`src/rtl/tracker_pattern_cell_parser_assert.svh`:
```
// Assertion macros for the tracker pattern cell parser.
`ifndef TRACKER_PATTERN_CELL_PARSER_ASSERT_SVH
`define TRACKER_PATTERN_CELL_PARSER_ASSERT_SVH

`ifndef SYNTHESIS
`define TPCP_ASSERT(lbl, prop) \
  lbl: assert property (@(posedge clk) disable iff (rst) prop) else $error("tpcp check failed");
`define TPCP_ASSERT_ALWAYS(lbl, prop) \
  lbl: assert property (@(posedge clk) prop) else $error("tpcp check failed");
`else
`define TPCP_ASSERT(lbl, prop)
`define TPCP_ASSERT_ALWAYS(lbl, prop)
`endif

`endif

```
`src/rtl/tpcp_pkg.sv`:
```
// Types and constants shared by the pattern cell parser modules.
package tpcp_pkg;

  localparam logic [4:0] FLD_NOTE       = 5'h01;
  localparam logic [4:0] FLD_INSTRUMENT = 5'h02;
  localparam logic [4:0] FLD_VOLUME     = 5'h04;
  localparam logic [4:0] FLD_EFFECT     = 5'h08;
  localparam logic [4:0] FLD_PARAM      = 5'h10;
  localparam logic [4:0] FLD_AFTER_NOTE = 5'h1e;

  localparam logic [7:0] NOTE_OFF_STORED = 8'd97;
  localparam logic [7:0] NOTE_OFFSET     = 8'd11;
  localparam logic [7:0] EFF_SET_VOLUME  = 8'd12;
  localparam logic [7:0] EFF_KEY_OFF     = 8'd20;
  localparam logic [7:0] VOL_MAX         = 8'd63;

  localparam logic [7:0] VCOL_SET_LO   = 8'h10;
  localparam logic [7:0] VCOL_SET_TOP  = 8'h50;
  localparam logic [7:0] VCOL_SLIDE_LO = 8'h60;
  localparam logic [7:0] VCOL_SLIDE_HI = 8'h9f;
  localparam logic [7:0] VCOL_VIB_LO   = 8'ha0;
  localparam logic [7:0] VCOL_PORTA_HI = 8'hbf;
  localparam logic [7:0] VCOL_HIGH_LO  = 8'hf0;
  localparam logic [7:0] VCOL_SHIFT_UP = 8'h10;
  localparam logic [7:0] VCOL_SLIDE_DN = 8'h20;
  localparam logic [7:0] VCOL_HIGH_DN  = 8'h50;

  localparam logic REG_CHANNEL_COUNT = 1'b0;
  localparam logic REG_NOTE_OFF_CODE = 1'b1;

  localparam logic [5:0] CHANNEL_COUNT_RESET = 6'd4;
  localparam logic [7:0] NOTE_OFF_RESET      = 8'd254;

  typedef struct packed {
    logic [4:0] channel;
    logic       last;
    logic [7:0] note;
    logic [7:0] instrument;
    logic [7:0] volume;
    logic [7:0] effect;
    logic [7:0] param;
  } cell_rec_t;

  typedef struct packed {
    logic [4:0] channel;
    logic       last_in_row;
    logic       note_valid;
    logic [7:0] note;
    logic       instrument_valid;
    logic [7:0] instrument;
    logic       volume_valid;
    logic [7:0] volume;
    logic [7:0] effect;
    logic [7:0] effect_param;
  } out_cell_t;

endpackage

```
`src/rtl/tracker_pattern_cell_parser.sv`:
```
// Top level: packed pattern byte stream in, one mapped channel cell per completed cell out.
// A completed cell goes through the two-entry queue, then the output register to m_tvalid.
// Throughput: one byte per cycle; the parser, the two-entry queue and the output register
// each move one word a cycle, so the rate holds while m_tready stays high.
// Reset (synchronous): parse state, channel counter, queue and output valid clear;
// channel_count returns to 4 and note_off_code to 254.
module tracker_pattern_cell_parser
  import tpcp_pkg::*;
#(
  parameter int MAX_CHANNELS = 32
) (
  input  logic        clk,
  input  logic        rst,
  input  logic        s_tvalid,
  output logic        s_tready,
  input  logic [7:0]  s_tdata,   // data_byte
  input  logic        s_tuser,   // pattern_start
  output logic        m_tvalid,
  input  logic        m_tready,
  // channel[4:0], note_valid[5], note[13:6], instrument_valid[14], instrument[22:15],
  // volume_valid[23], volume[31:24], effect[39:32], effect_param[47:40]
  output logic [47:0] m_tdata,
  output logic        m_tlast,   // last_in_row
  input  logic        psel,
  input  logic        penable,
  input  logic        pwrite,
  input  logic [2:0]  paddr,
  input  logic [31:0] pwdata,
  output logic [31:0] prdata,
  output logic        pready
);

  logic [5:0] channel_count;
  logic [7:0] note_off_code;
  logic       cfg_write;

  logic       push;
  cell_rec_t  push_rec;
  logic       q_full;
  logic       q_not_empty;
  logic       q_pop;
  cell_rec_t  q_head;
  out_cell_t  out_cell;

  assign pready    = 1'b1;
  assign cfg_write = psel && penable && pwrite && pready;
  assign prdata    = (paddr[2] == REG_NOTE_OFF_CODE) ? {24'd0, note_off_code}
                                                     : {26'd0, channel_count};

  always_ff @(posedge clk) begin
    if (rst) begin
      channel_count <= CHANNEL_COUNT_RESET;
      note_off_code <= NOTE_OFF_RESET;
    end else if (cfg_write) begin
      if (paddr[2] == REG_CHANNEL_COUNT) begin
        channel_count <= pwdata[5:0];
      end else begin
        note_off_code <= pwdata[7:0];
      end
    end
  end

  tpcp_front #(
    .MAX_CHANNELS(MAX_CHANNELS)
  ) u_front (
    .clk          (clk),
    .rst          (rst),
    .in_valid     (s_tvalid),
    .in_ready     (s_tready),
    .data_byte    (s_tdata),
    .pattern_start(s_tuser),
    .channel_count(channel_count),
    .queue_full   (q_full),
    .push         (push),
    .rec          (push_rec)
  );

  tpcp_queue u_queue (
    .clk      (clk),
    .rst      (rst),
    .push     (push),
    .push_rec (push_rec),
    .full     (q_full),
    .not_empty(q_not_empty),
    .pop      (q_pop),
    .head     (q_head)
  );

  tpcp_back u_back (
    .clk          (clk),
    .rst          (rst),
    .note_off_code(note_off_code),
    .rec_valid    (q_not_empty),
    .rec          (q_head),
    .pop          (q_pop),
    .out_valid    (m_tvalid),
    .out_ready    (m_tready),
    .out_cell     (out_cell)
  );

  assign m_tlast = out_cell.last_in_row;
  assign m_tdata = {out_cell.effect_param, out_cell.effect, out_cell.volume,
                    out_cell.volume_valid, out_cell.instrument, out_cell.instrument_valid,
                    out_cell.note, out_cell.note_valid, out_cell.channel};

endmodule

```
`src/rtl/tpcp_front.sv`:
```
// Byte parser: tracks the presence mask, gathers cell bytes, counts channels.
module tpcp_front
  import tpcp_pkg::*;
#(
  parameter int MAX_CHANNELS = 32
) (
  input  logic       clk,
  input  logic       rst,
  input  logic       in_valid,
  output logic       in_ready,
  input  logic [7:0] data_byte,
  input  logic       pattern_start,
  input  logic [5:0] channel_count,
  input  logic       queue_full,
  output logic       push,
  output cell_rec_t  rec
);

  localparam int CW = (MAX_CHANNELS > 1) ? $clog2(MAX_CHANNELS) : 1;

  logic [4:0]    mask, mask_next;
  logic [CW-1:0] counter, counter_next;
  logic [7:0]    note, note_next;
  logic [7:0]    instrument, instrument_next;
  logic [7:0]    volume, volume_next;
  logic [7:0]    effect, effect_next;

  logic          accept;
  logic [4:0]    mask_cur;
  logic [4:0]    lowest;
  logic [CW-1:0] counter_cur;
  logic [7:0]    cnt_eff;
  logic [7:0]    cnt_plus;
  logic          last;
  logic [CW+4:0] chan_ext;
  logic [7:0]    param;

  assign in_ready = !queue_full;
  assign accept   = in_valid && in_ready;

  always_comb begin
    mask_cur    = pattern_start ? 5'd0 : mask;
    counter_cur = pattern_start ? '0 : counter;
    lowest      = mask_cur & (~mask_cur + 5'd1);

    if (channel_count == 6'd0) begin
      cnt_eff = 8'd1;
    end else if ({2'b00, channel_count} > 8'(MAX_CHANNELS)) begin
      cnt_eff = 8'(MAX_CHANNELS);
    end else begin
      cnt_eff = {2'b00, channel_count};
    end
    cnt_plus = 8'(counter_cur) + 8'd1;
    last     = cnt_plus >= cnt_eff;
    chan_ext = {5'd0, counter_cur};

    mask_next       = mask;
    counter_next    = counter;
    note_next       = note;
    instrument_next = instrument;
    volume_next     = volume;
    effect_next     = effect;
    param           = 8'd0;
    push            = 1'b0;

    if (accept) begin
      counter_next = counter_cur;
      if (mask_cur == 5'd0) begin
        note_next       = 8'd0;
        instrument_next = 8'd0;
        volume_next     = 8'd0;
        effect_next     = 8'd0;
        if (data_byte[7]) begin
          mask_next = data_byte[4:0];
          push      = (data_byte[4:0] == 5'd0);
        end else begin
          note_next = data_byte;
          mask_next = FLD_AFTER_NOTE;
        end
      end else begin
        mask_next = mask_cur & ~lowest;
        case (lowest)
          FLD_NOTE: begin
            note_next = data_byte;
          end
          FLD_INSTRUMENT: begin
            instrument_next = data_byte;
          end
          FLD_VOLUME: begin
            volume_next = data_byte;
          end
          FLD_EFFECT: begin
            effect_next = data_byte;
          end
          default: begin
            param     = data_byte;
            mask_next = 5'd0;
          end
        endcase
        push = (mask_next == 5'd0);
      end
      if (push) begin
        counter_next = last ? '0 : CW'(cnt_plus);
      end
    end

    rec.channel    = chan_ext[4:0];
    rec.last       = last;
    rec.note       = note_next;
    rec.instrument = instrument_next;
    rec.volume     = volume_next;
    rec.effect     = effect_next;
    rec.param      = param;
  end

  always_ff @(posedge clk) begin
    if (rst) begin
      mask    <= 5'd0;
      counter <= '0;
    end else begin
      mask    <= mask_next;
      counter <= counter_next;
    end
    note       <= note_next;
    instrument <= instrument_next;
    volume     <= volume_next;
    effect     <= effect_next;
  end

endmodule

```
`src/rtl/tpcp_queue.sv`:
```
// Two-entry queue of completed cells between parser and mapper.
module tpcp_queue
  import tpcp_pkg::*;
`include "tracker_pattern_cell_parser_assert.svh"
(
  input  logic      clk,
  input  logic      rst,
  input  logic      push,
  input  cell_rec_t push_rec,
  output logic      full,
  output logic      not_empty,
  input  logic      pop,
  output cell_rec_t head
);

  cell_rec_t  entries [2];
  logic       wr_ptr;
  logic       rd_ptr;
  logic [1:0] count;

  assign full      = (count == 2'd2);
  assign not_empty = (count != 2'd0);
  assign head      = entries[rd_ptr];

  always_ff @(posedge clk) begin
    if (rst) begin
      wr_ptr <= 1'b0;
      rd_ptr <= 1'b0;
      count  <= 2'd0;
    end else begin
      if (push) begin
        wr_ptr <= !wr_ptr;
      end
      if (pop) begin
        rd_ptr <= !rd_ptr;
      end
      if (push && !pop) begin
        count <= count + 2'd1;
      end else if (pop && !push) begin
        count <= count - 2'd1;
      end
    end
    if (push) begin
      entries[wr_ptr] <= push_rec;
    end
  end

  `TPCP_ASSERT(a_count_bound, count <= 2'd2)
  `TPCP_ASSERT(a_no_push_full, push |-> !full)
  `TPCP_ASSERT(a_no_pop_empty, pop |-> not_empty)
  `TPCP_ASSERT(a_push_grows, (push && !pop) |=> (count == $past(count) + 2'd1))

endmodule

```
`src/rtl/tpcp_back.sv`:
```
// Cell mapper: remaps note, instrument and volume column into the output register.
module tpcp_back
  import tpcp_pkg::*;
(
  input  logic       clk,
  input  logic       rst,
  input  logic [7:0] note_off_code,
  input  logic       rec_valid,
  input  cell_rec_t  rec,
  output logic       pop,
  output logic       out_valid,
  input  logic       out_ready,
  output out_cell_t  out_cell
);

  out_cell_t mapped;
  logic [7:0] v;

  assign pop = rec_valid && (!out_valid || out_ready);

  always_comb begin
    v = rec.volume;
    mapped.channel      = rec.channel;
    mapped.last_in_row  = rec.last;
    mapped.effect       = rec.effect;
    mapped.effect_param = rec.param;

    mapped.note_valid = (rec.note != 8'd0);
    if (rec.note == 8'd0) begin
      mapped.note = 8'd0;
    end else if (rec.note == NOTE_OFF_STORED) begin
      mapped.note = note_off_code;
    end else begin
      mapped.note = rec.note + NOTE_OFFSET;
    end

    mapped.instrument_valid = (rec.instrument != 8'd0);
    mapped.instrument = (rec.instrument != 8'd0) ? rec.instrument - 8'd1 : 8'd0;

    mapped.volume_valid = 1'b1;
    if (v >= VCOL_SET_LO && v < VCOL_SET_TOP) begin
      mapped.volume = v - VCOL_SET_LO;
    end else if (v == VCOL_SET_TOP) begin
      mapped.volume = VOL_MAX;
    end else if (v >= VCOL_SLIDE_LO && v <= VCOL_SLIDE_HI) begin
      mapped.volume = v - VCOL_SLIDE_DN;
    end else if (v >= VCOL_VIB_LO && v <= VCOL_PORTA_HI) begin
      mapped.volume = v + VCOL_SHIFT_UP;
    end else if (v >= VCOL_HIGH_LO) begin
      mapped.volume = v - VCOL_HIGH_DN;
    end else begin
      mapped.volume_valid = 1'b0;
      mapped.volume       = 8'd0;
    end

    if (rec.effect == EFF_SET_VOLUME) begin
      mapped.volume_valid = 1'b1;
      mapped.volume       = (rec.param > VOL_MAX) ? VOL_MAX : rec.param;
    end else if (rec.effect == EFF_KEY_OFF) begin
      mapped.note_valid = 1'b1;
      mapped.note       = note_off_code;
    end
  end

  always_ff @(posedge clk) begin
    if (rst) begin
      out_valid <= 1'b0;
    end else if (pop) begin
      out_valid <= 1'b1;
    end else if (out_ready) begin
      out_valid <= 1'b0;
    end
    if (pop) begin
      out_cell <= mapped;
    end
  end

endmodule

```
`config.mk`:
```
export PLATFORM = sky130hd
export DESIGN_NAME = tracker_pattern_cell_parser
export DESIGN_NICKNAME = d
export VERILOG_FILES = /design/src/rtl/tpcp_pkg.sv /design/src/rtl/tracker_pattern_cell_parser.sv /design/src/rtl/tpcp_front.sv /design/src/rtl/tpcp_queue.sv /design/src/rtl/tpcp_back.sv
export VERILOG_INCLUDE_DIRS = /design/src /design/src/rtl
export SDC_FILE = /design/constraint.sdc
export NUM_CORES = 1
export LEC_CHECK = 0
export ABC_AREA = 1
export ABC_CLOCK_PERIOD_IN_PS = 5200
export BUFFER_PORTS_ARGS = -buffer_cell sky130_fd_sc_hd__buf_2
export CAP_MARGIN = 20
export CORE_MARGIN = 2
export CORE_UTILIZATION = 45
export CTS_CLUSTER_SIZE = 10
export DETAILED_ROUTE_END_ITERATION = 8
export GPL_TIMING_DRIVEN = 1
export HOLD_SLACK_MARGIN = 0.15
export PLACE_DENSITY = 0.75
export SKIP_LAST_GASP = 1
export SLEW_MARGIN = 20
export SYNTH_ARGS = -nofsm -noshare
export SYNTH_HDL_FRONTEND = slang
export SYNTH_SLANG_ARGS = --single-unit
export TNS_END_PERCENT = 1
```
`constraint.sdc`:
```
create_clock -name clk -period 5.2 [get_ports clk]
set_input_delay 0.78 -clock clk [delete_from_list [all_inputs] [get_ports clk]]
set_output_delay 0.78 -clock clk [all_outputs]
set_load 0.01 [all_outputs]
```
======== After elaboration in Yosys (flattened, before gate mapping) ========
Memories as Yosys holds them, arrays and structs flattened. A register that Yosys moved wholly into a read port is not among the register bits.
Index checks and enable logic that the tools add are counted.
storage, ports and cells
  flip-flop bits (word level) ............. 110
  memories ................................ 1
  output and inout port bits .............. 84
  logic and storage cells ................. 139
  RAM bits ................................ 92
  input bits .............................. 51
operators by class
  muxes and demuxes ....................... 52
  equality and inequality tests ........... 9
  bitwise gates (word level) .............. 5
  magnitude comparators ................... 10
  add/sub/neg operators ................... 10
  reductions and logical operators ........ 30
memory list
  memory           words  width  read ports  clocked after memory_dff  wr ports  RTL line          source
  u_queue.entries  2      46     1           1                         1         tpcp_queue.sv:16  cell_rec_t entries [2];
operators with widths
  cell                                                                                 number
  8-bit 2-to-1 mux                                                                     26
  5-bit 2-to-1 mux                                                                     9
  9-bit 2-to-1 mux                                                                     2
  8-bit by 7-bit equality test with 1-bit output, second input constant                2
  8-bit greater-or-equal comparator, second input constant                             2
  8-bit <= comparator, second input constant                                           2
  8-bit nonzero test                                                                   2
  5-bit zero test                                                                      3
  1-bit 2-to-1 mux                                                                     11
  5-bit AND                                                                            2
  5-bit inverter                                                                       2
  1-bit logical AND                                                                    9
  8-bit by 4-bit adder with 8-bit output, second input constant                        1
  8-bit by 5-bit adder with 8-bit output, second input constant                        1
  8-bit by 4-bit equality test with 1-bit output, second input constant                1
  8-bit by 5-bit equality test with 1-bit output, second input constant                1
  8-bit by 5-bit greater-or-equal comparator with 1-bit output, second input constant  1
  8-bit by 7-bit greater-or-equal comparator with 1-bit output, second input constant  1
  8-bit greater-or-equal comparator                                                    1
  8-bit by 6-bit greater-than comparator with 1-bit output, second input constant      1
  8-bit zero test                                                                      1
  8-bit by 7-bit < comparator with 1-bit output, second input constant                 1
  8-bit by 1-bit subtractor with 8-bit output, second input constant                   1
  8-bit by 5-bit subtractor with 8-bit output, second input constant                   1
  23 further kinds                                                                     32

======== Depth between registers and ports, before layout ========
  depth after elaboration ................. 17
  gate-level depth with buffers ........... 18
  mapped depth without buffers ............ 16

======== By module ========
Synthesis repeated with hierarchy kept, for this count alone.
second synthesis, totals
  cells, all modules ...................... 867
  area total of the unflattened synthesis .. 9,395.3 um^2
modules (own cells, without submodules)
  module                       times used  cells an instance  seq. area each (um^2)  area an instance (um^2)
  tpcp_queue                   1           176                2,862.7                3,748.6
  tpcp_back                    1           270                1,491.4                2,667.6
  tpcp_front                   1           293                840.8                  2,130.8
  tracker_pattern_cell_parser  1           128                280.3                  848.3

======== Least setup slack after synthesis ========
No wires, ideal clock.
  path kind ............................... input -> register
  from .................................... in m_tready
  to ...................................... reg u_queue.count[1]
  required time ........................... 5,078 ps
  buffers on the path ..................... 0
  setup slack ............................. 769 ps
  library setup time ...................... 122 ps
  arrival time ............................ 4,309 ps
  cell stages on the path ................. 8
  path through ............................ nor2_1 -> a21oi_1 -> inv_1 -> ha_1 -> a21oi_1 -> o21ai_0 -> o21ai_0 -> a21oi_1
on the way
  cells in the longest elaborated chain, start to end .. 5
  elaborated cells on any way between the ends .. 7
  those cells by class .................... mux (1); reduce/logical (6)
RTL lines
  element                                                 RTL line                           source
  start: declaration                                      tracker_pattern_cell_parser.sv:19  input logic m_tready,
  1-bit logical OR *                                      tpcp_back.sv:19                    assign pop = rec_valid && (!out_valid || out_ready);
  1-bit logical AND *                                     tpcp_back.sv:19
  via q_pop                                               tracker_pattern_cell_parser.sv:41  logic q_pop;
  1-bit zero test                                         tpcp_queue.sv:37                   if (push && !pop) begin
  1-bit logical AND                                       tpcp_queue.sv:37
  2-bit 2-to-1 mux or 2-bit nonzero test (tied branches)  n/a
  end signal: assignment                                  tpcp_queue.sv:38                   count <= count + 2'd1;
  end signal: assignment                                  tpcp_queue.sv:40                   count <= count - 2'd1;
  end: declaration                                        tpcp_queue.sv:19                   logic [1:0] count;
The timed path passes the listed nets; every way through them passes the cells marked *.
A chain may end at the register's enable or synchronous reset.

======== Final worst setup path ========
  from .................................... in s_tuser
  to ...................................... mem u_queue.entries[1][26] in the netlist's numbering, enable pin
on the way
  cells in the longest elaborated chain, start to end .. 15
  elaborated cells on any way between the ends .. 21
  those cells by class .................... add/sub (1); eq/ne (4); mux (9); bitwise (4); reduce/logical (3)
RTL lines
  element                                                                       RTL line                           source
  start: declaration                                                            tracker_pattern_cell_parser.sv:17  input logic s_tuser,
  5-bit 2-to-1 mux *                                                            tpcp_front.sv:42                   mask_cur = pattern_start ? 5'd0 : mask;
  5-bit inverter                                                                tpcp_front.sv:44                   lowest = mask_cur & (~mask_cur + 5'd1);
  5-bit by 1-bit adder with 5-bit output                                        tpcp_front.sv:44
  5-bit AND                                                                     tpcp_front.sv:44
  5-bit by 1-bit equality test with 1-bit output, or another cell as far along  tpcp_front.sv:82                   case (lowest)
  4-bit OR reduction (no source line) or 5-bit AND (tied branches)              n/a
  5-bit 2-to-1 mux                                                              tpcp_front.sv:82
  5-bit 2-to-1 mux                                                              tpcp_front.sv:68                   if (mask_cur == 5'd0) begin
  5-bit 2-to-1 mux                                                              tpcp_front.sv:66                   if (accept) begin
  5-bit zero test                                                               tpcp_front.sv:100                  push = (mask_next == 5'd0);
  1-bit 2-to-1 mux *                                                            tpcp_front.sv:68
  1-bit 2-to-1 mux * (2 in series)                                              tpcp_front.sv:66
  1-bit 2-to-1 mux *                                                            tpcp_queue.sv:43                   if (push) begin
  1-bit 2-to-1 mux (not written as such) *                                      tpcp_queue.sv:44                   entries[wr_ptr] <= push_rec;
  end: declaration                                                              tpcp_queue.sv:16
Every way passes the cells marked *; elsewhere a longest branch is shown, timed or not. The select of a mux whose other input is x is not followed.

==> load_flow_metrics.sql <==
INSERT INTO impl_metrics (metric_group, metric, value, unit) VALUES
('run_status', 'run_status', 'finished clean', ''),
('clock_tree', 'number_of_buffers_inserted_by_hold_repair_at_cts', '0', ''),
('power', 'power_per_cell_area', '559', 'mW/mm^2'),
('run', 'maxCapViolations', '0', ''),
('clock_tree', 'clock_slew_at_reported_path_ffs', '60', 'ps'),
('route', 'route.antenna.remaining_nets', '0', ''),
('timing', 'setup-violations-final', '0', ''),
('floorplanning', 'placement_rows', '52', ''),
('setup_path', 'critPathKind', 'in -> reg', ''),
('place', 'io_buffer_count', '83', ''),
('floorplanning', 'fp.dieArea', '0.0217', 'mm^2'),
('synth', 'synth_cells', '969', ''),
('timing', 'maxSlewHeadroom', '44.1', '%'),
('synth', 'synth.avg_cell_area', '9.54', 'um^2'),
('setup_path', 'rr_startpoint', 'u_front.mask[3]', ''),
('clock_tree', 'clk_root_buffer_cell', 'sky130_fd_sc_hd__clkbuf_16', ''),
('grt', 'pin_count_of_the_biggest_net_entering_global_routing', '53', ''),
('power', 'leakage', '4.55', 'nW'),
('grt', 'global_route.usage.total', '17.3', '%'),
('timing', 'finalCritPeriodShare', '53.9', '%'),
('clock_tree', 'cts_sinks', '203', ''),
('floorplanning', 'starting_density_of_the_core', '45.8', '%'),
('setup_path', 'cp_data_arrival_time', '2950', 'ps'),
('grt', 'gr-max-usage-layer', 'met2', ''),
('clock_tree', 'buffers_inserted_during_post_cts_setup_optimization', '0', ''),
('timing', 'worst_hold_slack', '449', 'ps'),
('cells_and_area', 'ant_cells', '0', ''),
('cells_and_area', 'flow.area_growth_from_synthesis', '14.0', '%'),
('grt', 'number_of_global_route_vias_before_repair', '6155', ''),
('setup_path', 'worstSetupStartpoint', 's_tuser', ''),
('synth', 'synth-seq-cells', '203', ''),
('synth', 'synth_cell_type_count', '44', ''),
('cells_and_area', 'nFillCells', '1805', ''),
('synth', 'synth-async-reset-ratio', '0', '%'),
('floorplanning', 'floorplan_core_area', '0.0202', 'mm^2'),
('clock_tree', 'clock_latency', '510', 'ps'),
('timing', 'rsz0062_at_grt', 'false', ''),
('synth', 'synth.yosys.seq_area_share', '59.2', '%'),
('setup_path', 'crit_end', 'u_queue.entries[1][26]', ''),
('setup_path', 'r2r_setup_slack', '2500', 'ps'),
('setup_path', 'critical_path.reg2reg.endpoint', 'u_queue.entries[1][26]', ''),
('timing', 'final_period_minus_worst_setup_slack', '2800', 'ps'),
('synth', 'synth.largest_area_cell', 'sky130_fd_sc_hd__edfxtp_1', ''),
('cells_and_area', 'final-seq-area', '0.00548', 'mm^2'),
('floorplanning', 'chipHeight', '147', 'um'),
('timing', 'final_hold_violations', '0', ''),
('setup_path', 'reg2regPathDepth', '11', ''),
('clock_tree', 'clock_tree_from_tritoncts', 'done', ''),
('clock_tree', 'clock_tree.buffer_depth', '3', ''),
('route', 'via_count', '6607', ''),
('route', 'detail_route.vias_per_cell', '4.90', ''),
('grt', 'grt_overflow', '0', ''),
('synth', 'synth.yosys.warnings', '0', ''),
('floorplanning', 'floorplan.io_pins', '135', ''),
('place', 'final_hpwl_from_detailed_placement', '12700', 'um'),
('floorplanning', 'die-width', '147', 'um'),
('grt', 'met2_usage', '29.7', '%'),
('route', 'drt-initial-drc-count', '302', ''),
('synth', 'ys.flop_type', 'sky130_fd_sc_hd__edfxtp_1', ''),
('place', 'gpl_congestion', '0.895', ''),
('clock_tree', 'htree_levels', '1', ''),
('cells_and_area', 'num-nets-final', '1132', ''),
('route', 'drcViolationCount', '0', ''),
('grt', 'grt_antenna_before_repair', '1', ''),
('setup_path', 'worstPathMaxFanout', '34', ''),
('clock_tree', 'post_cts_resized', '0', ''),
('synth', 'netlist.area_leader.share', '45.8', '%'),
('timing', 'timing.clock.skew', '11.2', 'ps'),
('clock_tree', 'cts-buffers-inserted', '25', ''),
('grt', 'grt_util_met3', '3.01', '%'),
('cells_and_area', 'multi_input_area', '0.00316', 'mm^2');
==> synth_stat cells, types with 4 or more instances <==
cell                       count
sky130_fd_sc_hd__nand2_1     248
sky130_fd_sc_hd__edfxtp_1    141
sky130_fd_sc_hd__nor2_1      102
sky130_fd_sc_hd__inv_1        92
sky130_fd_sc_hd__dfxtp_1      62
sky130_fd_sc_hd__nand3_1      45
sky130_fd_sc_hd__a21oi_1      44
sky130_fd_sc_hd__o21ai_0      34
sky130_fd_sc_hd__buf_4        30
sky130_fd_sc_hd__ha_1         20
sky130_fd_sc_hd__o21ai_1      18
sky130_fd_sc_hd__nand4_1      12
sky130_fd_sc_hd__inv_2        10
sky130_fd_sc_hd__mux2i_1      10
sky130_fd_sc_hd__nand2_2      10
sky130_fd_sc_hd__a211oi_1      9
sky130_fd_sc_hd__o21ai_2       9
sky130_fd_sc_hd__nor3_1        8
sky130_fd_sc_hd__clkbuf_1      7
sky130_fd_sc_hd__or2_1         7
sky130_fd_sc_hd__xor2_1        7
sky130_fd_sc_hd__buf_6         5
sky130_fd_sc_hd__or2_2         4
==> cell usage in the layout, fill, tap and decap left out, types with 4 or more instances in the layout <==
| cell type | n |
|---|---|
| sky130_fd_sc_hd__nand3_1 | 45 |
| sky130_fd_sc_hd__clkbuf_1 | 16 |
| sky130_fd_sc_hd__dfxtp_1 | 61 |
| sky130_fd_sc_hd__buf_2 | 83 |
| sky130_fd_sc_hd__inv_2 | 10 |
| sky130_fd_sc_hd__inv_1 | 92 |
| sky130_fd_sc_hd__nor2_1 | 100 |
| sky130_fd_sc_hd__nand2_2 | 10 |
| sky130_fd_sc_hd__conb_1 | 25 |
| sky130_fd_sc_hd__a21oi_1 | 43 |
| sky130_fd_sc_hd__or2_2 | 4 |
| sky130_fd_sc_hd__ha_1 | 20 |
| sky130_fd_sc_hd__o21ai_2 | 9 |
| sky130_fd_sc_hd__a211oi_1 | 9 |
| sky130_fd_sc_hd__nand2_1 | 248 |
| sky130_fd_sc_hd__edfxtp_1 | 141 |
| sky130_fd_sc_hd__or2_1 | 7 |
| sky130_fd_sc_hd__o21ai_1 | 18 |
| sky130_fd_sc_hd__nand4_1 | 12 |
| sky130_fd_sc_hd__o21ai_0 | 34 |
| sky130_fd_sc_hd__mux2i_1 | 10 |
| sky130_fd_sc_hd__buf_4 | 5 |
| sky130_fd_sc_hd__nor2_4 | 5 |
| sky130_fd_sc_hd__xor2_1 | 7 |
| sky130_fd_sc_hd__clkbuf_16 | 25 |
| sky130_fd_sc_hd__nor3_1 | 8 |
==> worst min path at each step <==
| stage | start | end | slack (ps) | depth (start not counted) |
|---|---|---|---|---|
| finish | u_queue.rd_ptr | flip-flop | 450 | 1 |
| global route | u_queue.rd_ptr | u_queue.rd_ptr | 490 | 1 |
| CTS | u_queue.rd_ptr | flip-flop | 450 | 1 |
| detailed placement | u_queue.rd_ptr | flip-flop | 450 | 1 |
| global placement | u_queue.rd_ptr | flip-flop | 440 | 1 |
| floorplan | u_queue.rd_ptr | flip-flop | 430 | 1 |
==> per-layer routing <==
metal,part of all wire (%),up-vias,routed length (um)
met4,2.8,2,518
li1,-,3343,-
met3,5.9,37,1110
met2,48,197,8970
met1,43,3028,8160
met5,0.064,-,12
==> kinds of logic (layout without fill, tap and decap cells) <==
logic type	after synthesis	after routing	share of synthesized area (%)
AO/OA/AOI/OAI	124	124	7.65
XOR/XNOR	9	9	0.853
adder cells (fa/ha/maj)	20	20	2.71
buffers and inverters	152	238	7.86
flip-flops	203	203	59.2
multiplexers	10	10	1.08
other	2	25	0.0812
AND/OR/NAND/NOR	449	449	20.5
==> stage by stage <==
step                util [%]  worst slack (ps)  cells  cell area, um^2
global route            52.2              2140   1348            10500
finish                  52.2              2400   1348            10500
CTS                     52.2              2390   1348            10500
floorplan                  -               769    992             9330
detailed placement      48.7              1860   1304             9820
global placement        48.7              1900   1304             9820
==> report_power, final <==
| group | internal (W) | switching (W) | total [W] |
|---|---|---|---|
| Combinational | 0.000620 | 0.00135 | 0.00197 |
| Sequential | 0.00229 | 0.000106 | 0.00239 |
| Clock | 0.000907 | 0.000618 | 0.00153 |
==> flip-flops by register name, indices dropped and copies added, names as in the netlist, named ones only <==
name                cells
u_front.mask            5
u_back.out_cell        49
channel_count           6
u_back.out_valid        1
u_queue.rd_ptr          1
u_front.note            8
u_front.effect          8
u_front.instrument      8
note_off_code           8
u_front.volume          8
u_front.counter         5
u_queue.entries        92
u_queue.wr_ptr          1
u_queue.count           2
==> layout make-up <==
cell class / count / area share, %
flip-flops and latches: 203 / 52.0
multi-input cells: 637 / 29.9
clock buffers: 42 / 6.64
repair buffers: 88 / 4.30
inverters: 106 / 3.80
well taps: 270 / 3.21
clock inverters: 2 / 0.131
==> critical path: stages <==
cell	delay (ps)
sky130_fd_sc_hd__buf_2	170
sky130_fd_sc_hd__nor2_1	210
sky130_fd_sc_hd__nor2_1	80
sky130_fd_sc_hd__nand2_2	110
sky130_fd_sc_hd__nor2_4	80
sky130_fd_sc_hd__o21ai_1	140
sky130_fd_sc_hd__inv_1	110
sky130_fd_sc_hd__nor2_4	170
sky130_fd_sc_hd__nand2_1	190
sky130_fd_sc_hd__nor2_4	400
sky130_fd_sc_hd__buf_4	500
Note: power is estimated with default switching activity, not from simulation.
